File: config.mk
export PLATFORM = sky130hd
export DESIGN_NAME = wave_channel_trigger_and_timer
export DESIGN_NICKNAME = d
export VERILOG_FILES = /design/src/rtl/wct_pkg.sv /design/src/rtl/wct_front.sv /design/src/rtl/wct_fifo.sv /design/src/rtl/wct_back.sv /design/src/rtl/wave_channel_trigger_and_timer.sv
export SDC_FILE = /design/constraint.sdc
export NUM_CORES = 1
export LEC_CHECK = 0
export ABC_AREA = 1
export BUFFER_PORTS_ARGS = -buffer_cell sky130_fd_sc_hd__buf_2
export CAP_MARGIN = 20
export CORE_MARGIN = 3
export CORE_UTILIZATION = 50
export DETAILED_ROUTE_END_ITERATION = 12
export PLACE_DENSITY = 0.8
export SLEW_MARGIN = 20
export SYNTH_ARGS = -nofsm -noshare
export SYNTH_HDL_FRONTEND = slang
export SYNTH_SLANG_ARGS = --single-unit
export TNS_END_PERCENT = 50
File: constraint.sdc
create_clock -name aclk -period 2.9 [get_ports aclk]
set_input_delay 0.725 -clock aclk [delete_from_list [all_inputs] [get_ports aclk]]
set_output_delay 0.725 -clock aclk [all_outputs]
set_load 0.02 [all_outputs]
File: src/rtl/wct_pkg.sv
// Shared types and constants for the wave channel trigger and timer block.
package wct_pkg;

    localparam int LENGTH_LIMIT = 256;
    localparam logic [8:0] LENGTH_LIMIT_W = 9'(LENGTH_LIMIT);

    // register offsets from the channel's base address
    localparam logic [2:0] REG_DAC  = 3'd0;
    localparam logic [2:0] REG_LEN  = 3'd1;
    localparam logic [2:0] REG_FLO  = 3'd3;
    localparam logic [2:0] REG_CTRL = 3'd4;

    localparam logic REQ_WRITE = 1'b0;
    localparam logic REQ_TICK  = 1'b1;

    localparam int FIFO_DEPTH = 2;
    localparam int FIFO_PTR_W = $clog2(FIFO_DEPTH);
    localparam int FIFO_CNT_W = $clog2(FIFO_DEPTH + 1);

    localparam logic [11:0] PERIOD_BASE = 12'd2048;

    typedef enum logic [2:0] {
        CMD_NOP,
        CMD_DAC,
        CMD_LEN,
        CMD_FLO,
        CMD_CTRL,
        CMD_TICK
    } cmd_kind_t;

    typedef struct packed {
        cmd_kind_t  kind;
        logic [7:0] data;      // write byte or elapsed cycles
        logic       step_odd;
    } cmd_t;

    typedef enum logic [1:0] {
        BK_IDLE,
        BK_LOOP,
        BK_DONE
    } bk_state_t;

    // (2048 - f) * 2 for the 11-bit frequency f
    function automatic logic [12:0] period_of(input logic [2:0] hi, input logic [7:0] lo);
        logic [11:0] diff;
        diff = PERIOD_BASE - {1'b0, hi, lo};
        return {diff, 1'b0};
    endfunction

endpackage

File: src/rtl/wct_front.sv
// Front end: decodes each accepted request into a command for the queue.
module wct_front (
    input  logic             s_req_type,
    input  logic [2:0]       s_reg_select,
    input  logic [7:0]       s_write_data,
    input  logic [7:0]       s_elapsed_cycles,
    input  logic             s_sequencer_step_odd,
    output wct_pkg::cmd_t    cmd
);

    always_comb begin
        cmd.step_odd = s_sequencer_step_odd;
        if (s_req_type == wct_pkg::REQ_TICK) begin
            cmd.kind = wct_pkg::CMD_TICK;
            cmd.data = s_elapsed_cycles;
        end else begin
            cmd.data = s_write_data;
            unique case (s_reg_select)
                wct_pkg::REG_DAC:  cmd.kind = wct_pkg::CMD_DAC;
                wct_pkg::REG_LEN:  cmd.kind = wct_pkg::CMD_LEN;
                wct_pkg::REG_FLO:  cmd.kind = wct_pkg::CMD_FLO;
                wct_pkg::REG_CTRL: cmd.kind = wct_pkg::CMD_CTRL;
                default:           cmd.kind = wct_pkg::CMD_NOP;
            endcase
        end
    end

endmodule

File: src/rtl/wct_fifo.sv
// Short command queue between the front end and the execution back end.
module wct_fifo (
    input  logic          aclk,
    input  logic          aresetn,
    input  logic          push,
    input  wct_pkg::cmd_t push_cmd,
    output logic          full,
    input  logic          pop,
    output logic          not_empty,
    output wct_pkg::cmd_t head_cmd
);

    wct_pkg::cmd_t                     mem_reg [wct_pkg::FIFO_DEPTH];
    logic [wct_pkg::FIFO_PTR_W-1:0]    wr_ptr_reg, wr_ptr_next;
    logic [wct_pkg::FIFO_PTR_W-1:0]    rd_ptr_reg, rd_ptr_next;
    logic [wct_pkg::FIFO_CNT_W-1:0]    count_reg, count_next;

    localparam logic [wct_pkg::FIFO_CNT_W-1:0] DEPTH_W =
        wct_pkg::FIFO_CNT_W'(wct_pkg::FIFO_DEPTH);
    localparam logic [wct_pkg::FIFO_PTR_W-1:0] LAST_PTR =
        wct_pkg::FIFO_PTR_W'(wct_pkg::FIFO_DEPTH - 1);

    assign full      = (count_reg == DEPTH_W);
    assign not_empty = (count_reg != '0);
    assign head_cmd  = mem_reg[rd_ptr_reg];

    always_comb begin
        wr_ptr_next = wr_ptr_reg;
        rd_ptr_next = rd_ptr_reg;
        count_next  = count_reg;
        if (push) begin
            wr_ptr_next = (wr_ptr_reg == LAST_PTR) ? '0 : wr_ptr_reg + 1'b1;
        end
        if (pop) begin
            rd_ptr_next = (rd_ptr_reg == LAST_PTR) ? '0 : rd_ptr_reg + 1'b1;
        end
        if (push && !pop) begin
            count_next = count_reg + 1'b1;
        end else if (pop && !push) begin
            count_next = count_reg - 1'b1;
        end
    end

    always_ff @(posedge aclk) begin
        if (!aresetn) begin
            wr_ptr_reg <= '0;
            rd_ptr_reg <= '0;
            count_reg  <= '0;
        end else begin
            wr_ptr_reg <= wr_ptr_next;
            rd_ptr_reg <= rd_ptr_next;
            count_reg  <= count_next;
        end
    end

    always_ff @(posedge aclk) begin
        if (push) begin
            mem_reg[wr_ptr_reg] <= push_cmd;
        end
    end

endmodule

File: src/rtl/wct_back.sv
// Back end: applies register writes and runs the period timer for ticks.
module wct_back (
    input  logic          aclk,
    input  logic          aresetn,
    input  logic          cmd_valid,
    input  wct_pkg::cmd_t cmd,
    output logic          cmd_pop,
    output logic          m_valid,
    input  logic          m_ready,
    output logic          m_channel_active,
    output logic [4:0]    m_wave_position,
    output logic [8:0]    m_length_count
);

    wct_pkg::bk_state_t state_reg, state_next;

    logic        dac_reg, dac_next;
    logic [7:0]  flo_reg, flo_next;
    logic [2:0]  fhi_reg, fhi_next;
    logic        len_en_reg, len_en_next;
    logic [8:0]  len_reg, len_next;
    logic        run_reg, run_next;
    logic [12:0] timer_reg, timer_next;
    logic [4:0]  pos_reg, pos_next;
    logic [13:0] t_reg, t_next;       // two's complement working timer
    logic        valid_reg, valid_next;

    logic        slot_free;
    logic        t_expired;
    logic [12:0] period;

    assign slot_free = !valid_reg || m_ready;
    assign t_expired = t_reg[13] || (t_reg == '0);
    assign period    = wct_pkg::period_of(fhi_reg, flo_reg);

    assign m_valid          = valid_reg;
    assign m_channel_active = run_reg;
    assign m_wave_position  = pos_reg;
    assign m_length_count   = len_reg;

    // next state
    always_comb begin
        state_next = state_reg;
        unique case (state_reg)
            wct_pkg::BK_IDLE: begin
                if (cmd_valid && slot_free && cmd.kind == wct_pkg::CMD_TICK) begin
                    state_next = wct_pkg::BK_LOOP;
                end
            end
            wct_pkg::BK_LOOP: begin
                if (!t_expired) begin
                    state_next = wct_pkg::BK_DONE;
                end
            end
            wct_pkg::BK_DONE: state_next = wct_pkg::BK_IDLE;
            default:          state_next = wct_pkg::BK_IDLE;
        endcase
    end

    // datapath and outputs
    always_comb begin
        logic [12:0] new_period;
        new_period  = wct_pkg::period_of(cmd.data[2:0], flo_reg);
        cmd_pop     = 1'b0;
        dac_next    = dac_reg;
        flo_next    = flo_reg;
        fhi_next    = fhi_reg;
        len_en_next = len_en_reg;
        len_next    = len_reg;
        run_next    = run_reg;
        timer_next  = timer_reg;
        pos_next    = pos_reg;
        t_next      = t_reg;
        valid_next  = valid_reg && !m_ready;
        unique case (state_reg)
            wct_pkg::BK_IDLE: begin
                if (cmd_valid && slot_free) begin
                    cmd_pop = 1'b1;
                    unique case (cmd.kind)
                        wct_pkg::CMD_TICK: begin
                            t_next = {1'b0, timer_reg} - {6'b0, cmd.data};
                        end
                        wct_pkg::CMD_DAC: begin
                            valid_next = 1'b1;
                            dac_next   = cmd.data[7];
                            if (!cmd.data[7]) begin
                                run_next = 1'b0;
                            end
                        end
                        wct_pkg::CMD_LEN: begin
                            valid_next = 1'b1;
                            len_next   = {1'b0, cmd.data};
                        end
                        wct_pkg::CMD_FLO: begin
                            valid_next = 1'b1;
                            flo_next   = cmd.data;
                        end
                        wct_pkg::CMD_CTRL: begin
                            valid_next  = 1'b1;
                            len_en_next = cmd.data[6];
                            fhi_next    = cmd.data[2:0];
                            // extra length clock on a rising enable in an even step
                            if (!len_en_reg && cmd.data[6] && !cmd.step_odd
                                && len_reg < wct_pkg::LENGTH_LIMIT_W) begin
                                len_next = len_reg + 9'd1;
                                if (len_next >= wct_pkg::LENGTH_LIMIT_W) begin
                                    run_next = 1'b0;
                                end
                            end
                            if (cmd.data[7]) begin
                                if (len_next >= wct_pkg::LENGTH_LIMIT_W) begin
                                    len_next = (cmd.data[6] && !cmd.step_odd) ? 9'd1 : 9'd0;
                                end
                                if (dac_reg) begin
                                    run_next = 1'b1;
                                end
                                timer_next = new_period;
                                pos_next   = '0;
                            end
                        end
                        default: begin
                            valid_next = 1'b1;
                        end
                    endcase
                end
            end
            wct_pkg::BK_LOOP: begin
                // add one period per expired step, advance the wave position
                if (t_expired) begin
                    t_next   = t_reg + {1'b0, period};
                    pos_next = pos_reg + 5'd1;
                end else begin
                    timer_next = t_reg[12:0];
                end
            end
            wct_pkg::BK_DONE: begin
                valid_next = 1'b1;
            end
            default: ;
        endcase
    end

    always_ff @(posedge aclk) begin
        if (!aresetn) begin
            state_reg  <= wct_pkg::BK_IDLE;
            valid_reg  <= 1'b0;
            dac_reg    <= 1'b0;
            flo_reg    <= '0;
            fhi_reg    <= '0;
            len_en_reg <= 1'b0;
            len_reg    <= '0;
            run_reg    <= 1'b0;
            timer_reg  <= '0;
            pos_reg    <= '0;
        end else begin
            state_reg  <= state_next;
            valid_reg  <= valid_next;
            dac_reg    <= dac_next;
            flo_reg    <= flo_next;
            fhi_reg    <= fhi_next;
            len_en_reg <= len_en_next;
            len_reg    <= len_next;
            run_reg    <= run_next;
            timer_reg  <= timer_next;
            pos_reg    <= pos_next;
        end
    end

    always_ff @(posedge aclk) begin
        t_reg <= t_next;
    end

endmodule

File: src/rtl/wave_channel_trigger_and_timer.sv
// Top level of the wave channel trigger, length counter and period timer.
//
//   Channel  Direction  Handshake          Payload
//   s_       in         s_valid/s_ready    req_type, reg_select, write_data,
//                                          elapsed_cycles, sequencer_step_odd
//   m_       out        m_valid/m_ready    channel_active, wave_position, length_count
//
// The back end applies a register write from its idle state. A tick passes through its
// period-add loop, once per elapsed period n (0 to 128), and then through its done state.
// Requests wait in a two-entry queue; s_ready drops once both entries are taken, while the
// back end works on a tick or a result waits on m_ready.
// Synchronous active-low reset clears all channel state.
module wave_channel_trigger_and_timer (
    input  logic       aclk,
    input  logic       aresetn,
    input  logic       s_valid,
    output logic       s_ready,
    input  logic       s_req_type,
    input  logic [2:0] s_reg_select,
    input  logic [7:0] s_write_data,
    input  logic [7:0] s_elapsed_cycles,
    input  logic       s_sequencer_step_odd,
    output logic       m_valid,
    input  logic       m_ready,
    output logic       m_channel_active,
    output logic [4:0] m_wave_position,
    output logic [8:0] m_length_count
);

    wct_pkg::cmd_t front_cmd;
    wct_pkg::cmd_t head_cmd;
    logic          fifo_full;
    logic          fifo_not_empty;
    logic          cmd_pop;

    assign s_ready = !fifo_full;

    wct_front u_front (
        .s_req_type           (s_req_type),
        .s_reg_select         (s_reg_select),
        .s_write_data         (s_write_data),
        .s_elapsed_cycles     (s_elapsed_cycles),
        .s_sequencer_step_odd (s_sequencer_step_odd),
        .cmd                  (front_cmd)
    );

    wct_fifo u_fifo (
        .aclk      (aclk),
        .aresetn   (aresetn),
        .push      (s_valid && s_ready),
        .push_cmd  (front_cmd),
        .full      (fifo_full),
        .pop       (cmd_pop),
        .not_empty (fifo_not_empty),
        .head_cmd  (head_cmd)
    );

    wct_back u_back (
        .aclk             (aclk),
        .aresetn          (aresetn),
        .cmd_valid        (fifo_not_empty),
        .cmd              (head_cmd),
        .cmd_pop          (cmd_pop),
        .m_valid          (m_valid),
        .m_ready          (m_ready),
        .m_channel_active (m_channel_active),
        .m_wave_position  (m_wave_position),
        .m_length_count   (m_length_count)
    );

endmodule

# Word level (Yosys, flattened, before mapping)

Memory sizes are Yosys's and may differ from the RTL's. A register that Yosys moved wholly into a read port is not among the register bits.
Index checks and enable logic that the tools add are counted.

Flip-flop bits (word level): 62
Bits in writable memories: 24
Bits of input ports: 25
Output and inout port bits: 17
Logic and storage cells: 129
Memories: 1

Memories:

| memory         | words | width | read ports | clocked after memory_dff | write ports | RTL line       | RTL |
|---|---|---|---|---|---|---|---|
| u_fifo.mem_reg | 2     | 12    | 1          | 1                        | 1           | wct_fifo.sv:13 | `wct_pkg::cmd_t mem_reg [wct_pkg::FIFO_DEPTH];` |

Add/sub/neg operators: 10
$lt $le $gt $ge: 3
Equality and inequality tests: 19
Multiplexer cells: 46
Reductions and logical operators: 36

Operator list:

| cell                                                                    | number |
|---|---|
| 9-bit 2-to-1 mux                                                        | 6 |
| 13-bit 2-to-1 mux                                                       | 4 |
| 14-bit 2-to-1 mux                                                       | 3 |
| 14-bit case mux with 2 select lines                                     | 1 |
| 13-bit case mux with 2 select lines                                     | 1 |
| 12-bit by 11-bit subtractor with 12-bit output, first input constant    | 2 |
| 5-bit 2-to-1 mux                                                        | 4 |
| 9-bit >= comparator, second input constant                              | 2 |
| 9-bit case mux with 2 select lines                                      | 1 |
| 1-bit 2-to-1 mux                                                        | 16 |
| 14-bit by 13-bit adder with 14-bit output                               | 1 |
| 14-bit logical NOT                                                      | 1 |
| 13-bit by 8-bit subtractor with 14-bit output                           | 1 |
| 2-bit by 1-bit inequality test with 1-bit output, second input constant | 6 |
| 3-bit case mux with 4 select lines                                      | 1 |
| 3-bit AND reduction                                                     | 4 |
| 11-bit 2-to-1 mux                                                       | 1 |
| 1-bit logical AND                                                       | 10 |
| 5-bit case mux with 2 select lines                                      | 1 |
| 5-bit AND reduction                                                     | 2 |
| 2-bit nonzero test                                                      | 5 |
| 9-bit by 1-bit adder with 9-bit output, second input constant           | 1 |
| 3-bit by 2-bit equality test with 1-bit output, second input constant   | 3 |
| 3-bit equality test, second input constant                              | 3 |
| other kinds (18)                                                        | 34 |

# Longest topological paths before layout

Depth in word-level cells: 12
Mapped depth: 16
Gate-level depth less buffers: 16

# Cells and area by module

From an unflattened synthesis, not the netlist that was laid out.

Cells, all modules: 814
Area, all modules: 5730.5 um^2

By module, submodules not included:

| module                         | instances | cells each | area an instance (um^2) | sequential area each (um^2) |
|---|---|---|---|---|
| wct_back                       | 1         | 703        | 4435.5                  | 1301.2 |
| wct_fifo                       | 1         | 72         | 1132.3                  | 820.8 |
| wct_front                      | 1         | 36         | 148.9                   | 0.0 |
| wave_channel_trigger_and_timer | 1         | 3          | 13.8                    | 0.0 |

# Worst setup path before layout

OpenSTA, ideal clock, no wires.

Path kind: reg-to-reg
Start point: register with a tool-made name
End point: register u_back.t_reg[6] (data pin)
Arrival time: 2.298 ns
Slack: 0.344 ns
Cell stages (with the launch flop): 14
Path buffers: 2
Period minus slack after synthesis: 2.556 ns
Cell sequence: dfxtp_1 buf_6 buf_6 o21ai_1 inv_1 ha_1 fa_1 inv_1 nand3_1 nand2_1 a21oi_1 or2_2 nand3_1 nand2_1

RTL lines:

| what                 | RTL line        | RTL |
|---|---|---|
| to (signal assigned) | wct_back.sv:170 | `t_reg <= t_next;` |
| to (decl)            | wct_back.sv:25  | `logic [13:0] t_reg, t_next;` |

# Worst setup path in the final report

Start point: register u_back.flo_reg[0]
End point: register u_back.t_reg[13] (data pin)

Cells in the longest elaborated chain, start to end: 4

RTL lines:

| what                                           | RTL line        | RTL |
|---|---|---|
| from (decl)                                    | wct_back.sv:18  | `logic [7:0] flo_reg, flo_next;` |
| from (signal assigned)                         | wct_back.sv:159 | `flo_reg <= flo_next;` |
| 12-bit by 11-bit subtractor with 12-bit output | wct_pkg.sv:46   | `diff = PERIOD_BASE - {1'b0, hi, lo};` |
| 14-bit by 13-bit adder with 14-bit output      | wct_back.sv:130 | `t_next = t_reg + {1'b0, period};` |
| 14-bit 2-to-1 mux                              | wct_back.sv:129 | `if (t_expired) begin` |
| 14-bit case mux with 2 select lines            | wct_back.sv:75  | `unique case (state_reg)` |
| net u_back.t_next[13]                          | wct_back.sv:25  |  |

The timed path passes the listed nets, and every way through them passes these cells. The select of a mux whose other input is x is not followed.
A chain may end at the register's enable or synchronous reset.

==> impl_metrics.json <==
{
  "numCtsBuffers": 9,
  "rsz0062_at_grt": "false",
  "cts_tree": "built",
  "drive_gt1_share_pct": 13.0,
  "start_util_pct": 51.6,
  "hold_path_end": "u_back.timer_reg[0]",
  "cp-start-kind": "flip-flop",
  "seqPwrFrac_pct": 25.9,
  "rr_startpoint": "u_back.flo_reg[0]",
  "async_flop_share_pct": 0,
  "clock_skew_ps": 7.99,
  "layout_common_cells": "215 x nand2_1, 90 x inv_1, 79 x nor2_1, 59 x a21oi_1, 55 x nand3_1",
  "synthCells": 781,
  "num_vias": 5166,
  "core_sq_um": 10900,
  "final-setup-viol-count": 0,
  "hold_viol": 0,
  "slew_headroom_pct": 64.8,
  "io_buffer_count": 41,
  "htree_num_levels": 3,
  "critPathMaxStageDelay_ps": 330,
  "rr_endpoint": "u_back.t_reg[13]",
  "drt_iter0_drc": 471,
  "yosys_warnings": 0,
  "min-delay-path-class": "flip-flop to flip-flop",
  "diodes": 0,
  "cts.clk_slew.worst_paths_ps": 70,
  "holdWs_ps": 472,
  "power_density_nw_per_um2": 1070,
  "intPower_mw": 3.68,
  "place_area_sq_um": 5980,
  "maxCapViolCount": 0,
  "finalCritPeriodShare_pct": 91.8,
  "layout.nets": 879,
  "synth_edf_count": 38,
  "num_io_pins": 42,
  "drv_slew": 0,
  "critPathArrivalTime_ps": 2750,
  "synth_cell_types": 44,
  "gp_congestion": 0.920,
  "wl_per_cell_um": 13.6,
  "p_comb_share_pct": 54.0,
  "synth_top_area_cell": "edfxtp_1",
  "antenna_found_initial": 0,
  "holdPathStages": 2,
  "dr.pass1.iters": 5,
  "final_area_sq_um": 6340,
  "leakage_nw": 2.99,
  "grt_pass1_vias": 4791,
  "synth_top_flop_cell": "dfxtp_1",
  "critPathKind": "flip-flop to flip-flop",
  "grt_max_degree": 33,
  "largest_register_ffs": 24,
  "cp_num_buf_inv": 2,
  "synth_nets": 834,
  "worstHoldStart": "u_back.timer_reg[0]",
  "area_growth_pct": 12.4,
  "max_freq_ghz": 0.376,
  "routed_wl_um": 13200,
  "crit_chain": "inv_1, ha_1, nand2_1, nor3_1, nand2_1, xor2_1, inv_1, ha_1, nand2_1, nor2_1, nand3_1, nand3_1, nand2_1, nand2_1, o22ai_1",
  "yosysSeqAreaShare_pct": 37.6,
  "period_minus_slack_ps": 2660,
  "swShare_pct": 45.7,
  "place_ws_ps": 314,
  "antenna_left": 0,
  "synth.cell_area_sq_um": 5640,
  "place_hpwl_um": 9820,
  "synth.area.top_cells": "edfxtp_1 20%, dfxtp_1 17%, nand2_1 14%",
  "wl_met1_um": 5920,
  "highest_layer": "met4",
  "crit_top_cell": "nand2_1",
  "row_count": 38,
  "post_cts_buffers": 0,
  "status": "finished, final reports clean",
  "p_sw_mw": 3.10,
  "worst_path_dominant_cell_family": "simple AND/OR/NAND/NOR gates",
  "drc": 0,
  "overflow": 0,
  "met2_wirelength_um": 6270,
  "ir_drop_v": 0.000594,
  "grt_pass1_wl_um": 22200,
  "dieHeight_um": 112,
  "dr_wl_met3_um": 715,
  "finish.utilization_pct": 58.0,
  "cts_resized": 0,
  "critPathMaxFanout": 5,
  "finalSetupTns_ps": 0,
  "power_frac_clock_pct": 20.2,
  "ctsHoldBuffers": 0,
  "tightest_slew_ps": 525,
  "clock_sinks": 87,
  "critPathRequiredTime_ps": 2990,
  "cts_root_buf": "clkbuf_16",
  "final_common_cell": "nand2_1",
  "synthDominantCellAreaShare_pct": 20.2,
  "critPathSlowestCell": "dfxtp_1",
  "r2r_cells": 15,
  "clock_path_buffers": 2,
  "rrSetupSlack_ps": 240,
  "via_per_inst": 5.32,
  "crit_path_end_kind": "flip-flop",
  "ys_seq_elements": 87,
  "gr-usage-all-layers_pct": 21.5,
  "setup_slack_ps": 238,
  "dieArea_sq_um": 12600,
  "die_w_um": 112,
  "syn-mean-instance-area_sq_um": 7.22,
  "clock_latency_ps": 340
}
synth_stat cells (11+ instances only):
cell / n
nand2_1: 215
inv_1: 90
nor2_1: 79
a21oi_1: 59
nand3_1: 55
o21ai_0: 50
dfxtp_1: 49
edfxtp_1: 38
ha_1: 26
nand4_1: 12
xor2_1: 12
o21ai_1: 11
worst min-delay path, delay by kind of cell, from the launching register on:
family	cells	cell delay, ps
AND/OR/NAND/NOR	1	60
AO/OA/AOI/OAI	1	50
flip-flops	1	310
area by class of cell:
class	instances	area [sq um]
multi-input cells	579	3040
clock buffers	10	239
repair buffers	51	280
well taps	140	175
clock inverters	6	115
flip-flops and latches	87	2120
fillers	1000	4600
inverters	98	370
stage by stage:
step           std cells  power [mW]
2_1_floorplan        781        4.55
6_report             971        6.78
3_5_place_dp         955        5.37
3_3_place_gp         955        5.32
4_1_cts              971        6.76
5_1_grt              971        7.38
kinds of logic (layout without fill, tap and decap cells):
family / Yosys count / after routing / share of synthesized area [%]
xor+xnor: 14 / 14 / 2.17
buf+inv: 115 / 165 / 8.54
simple gates: 399 / 399 / 31.3
compound gates: 138 / 138 / 13.9
flops: 87 / 87 / 37.6
fa+ha+maj: 28 / 28 / 6.48
how the worst max path moves through the flow:
stage,from,endpoint,slack (ps),cells after the start
3_3_place_gp,u_back.flo_reg[0],u_back.t_reg[13],360,15
2_1_floorplan,flip-flop,u_back.t_reg[6],340,13
4_1_cts,u_back.flo_reg[0],u_back.t_reg[13],280,15
6_report,u_back.flo_reg[0],u_back.t_reg[13],240,15
3_5_place_dp,u_back.flo_reg[0],u_back.t_reg[13],310,15
5_1_grt,u_back.flo_reg[0],u_back.t_reg[12],3,14
power by group through the flow:
stage	Sequential [mW]	Combinational, mW	Clock (mW)
global placement	1.77	3.55	0
finish	1.75	3.66	1.37
detailed placement	1.77	3.60	0
floorplan	1.76	2.79	0
CTS	1.75	3.64	1.37
global route	1.78	4.17	1.43
per-layer routing:
| metal | vias to the layer above | global-route usage (%) |
|---|---|---|
| li1 | 2644 | - |
| met1 | 2344 | 28.9 |
| met2 | 155 | 35.6 |
| met3 | 23 | 3.02 |
| met4 | 0 | 7.45 |
| met5 | - | 0 |
No activity file was read; power rests on OpenSTA's default activity.
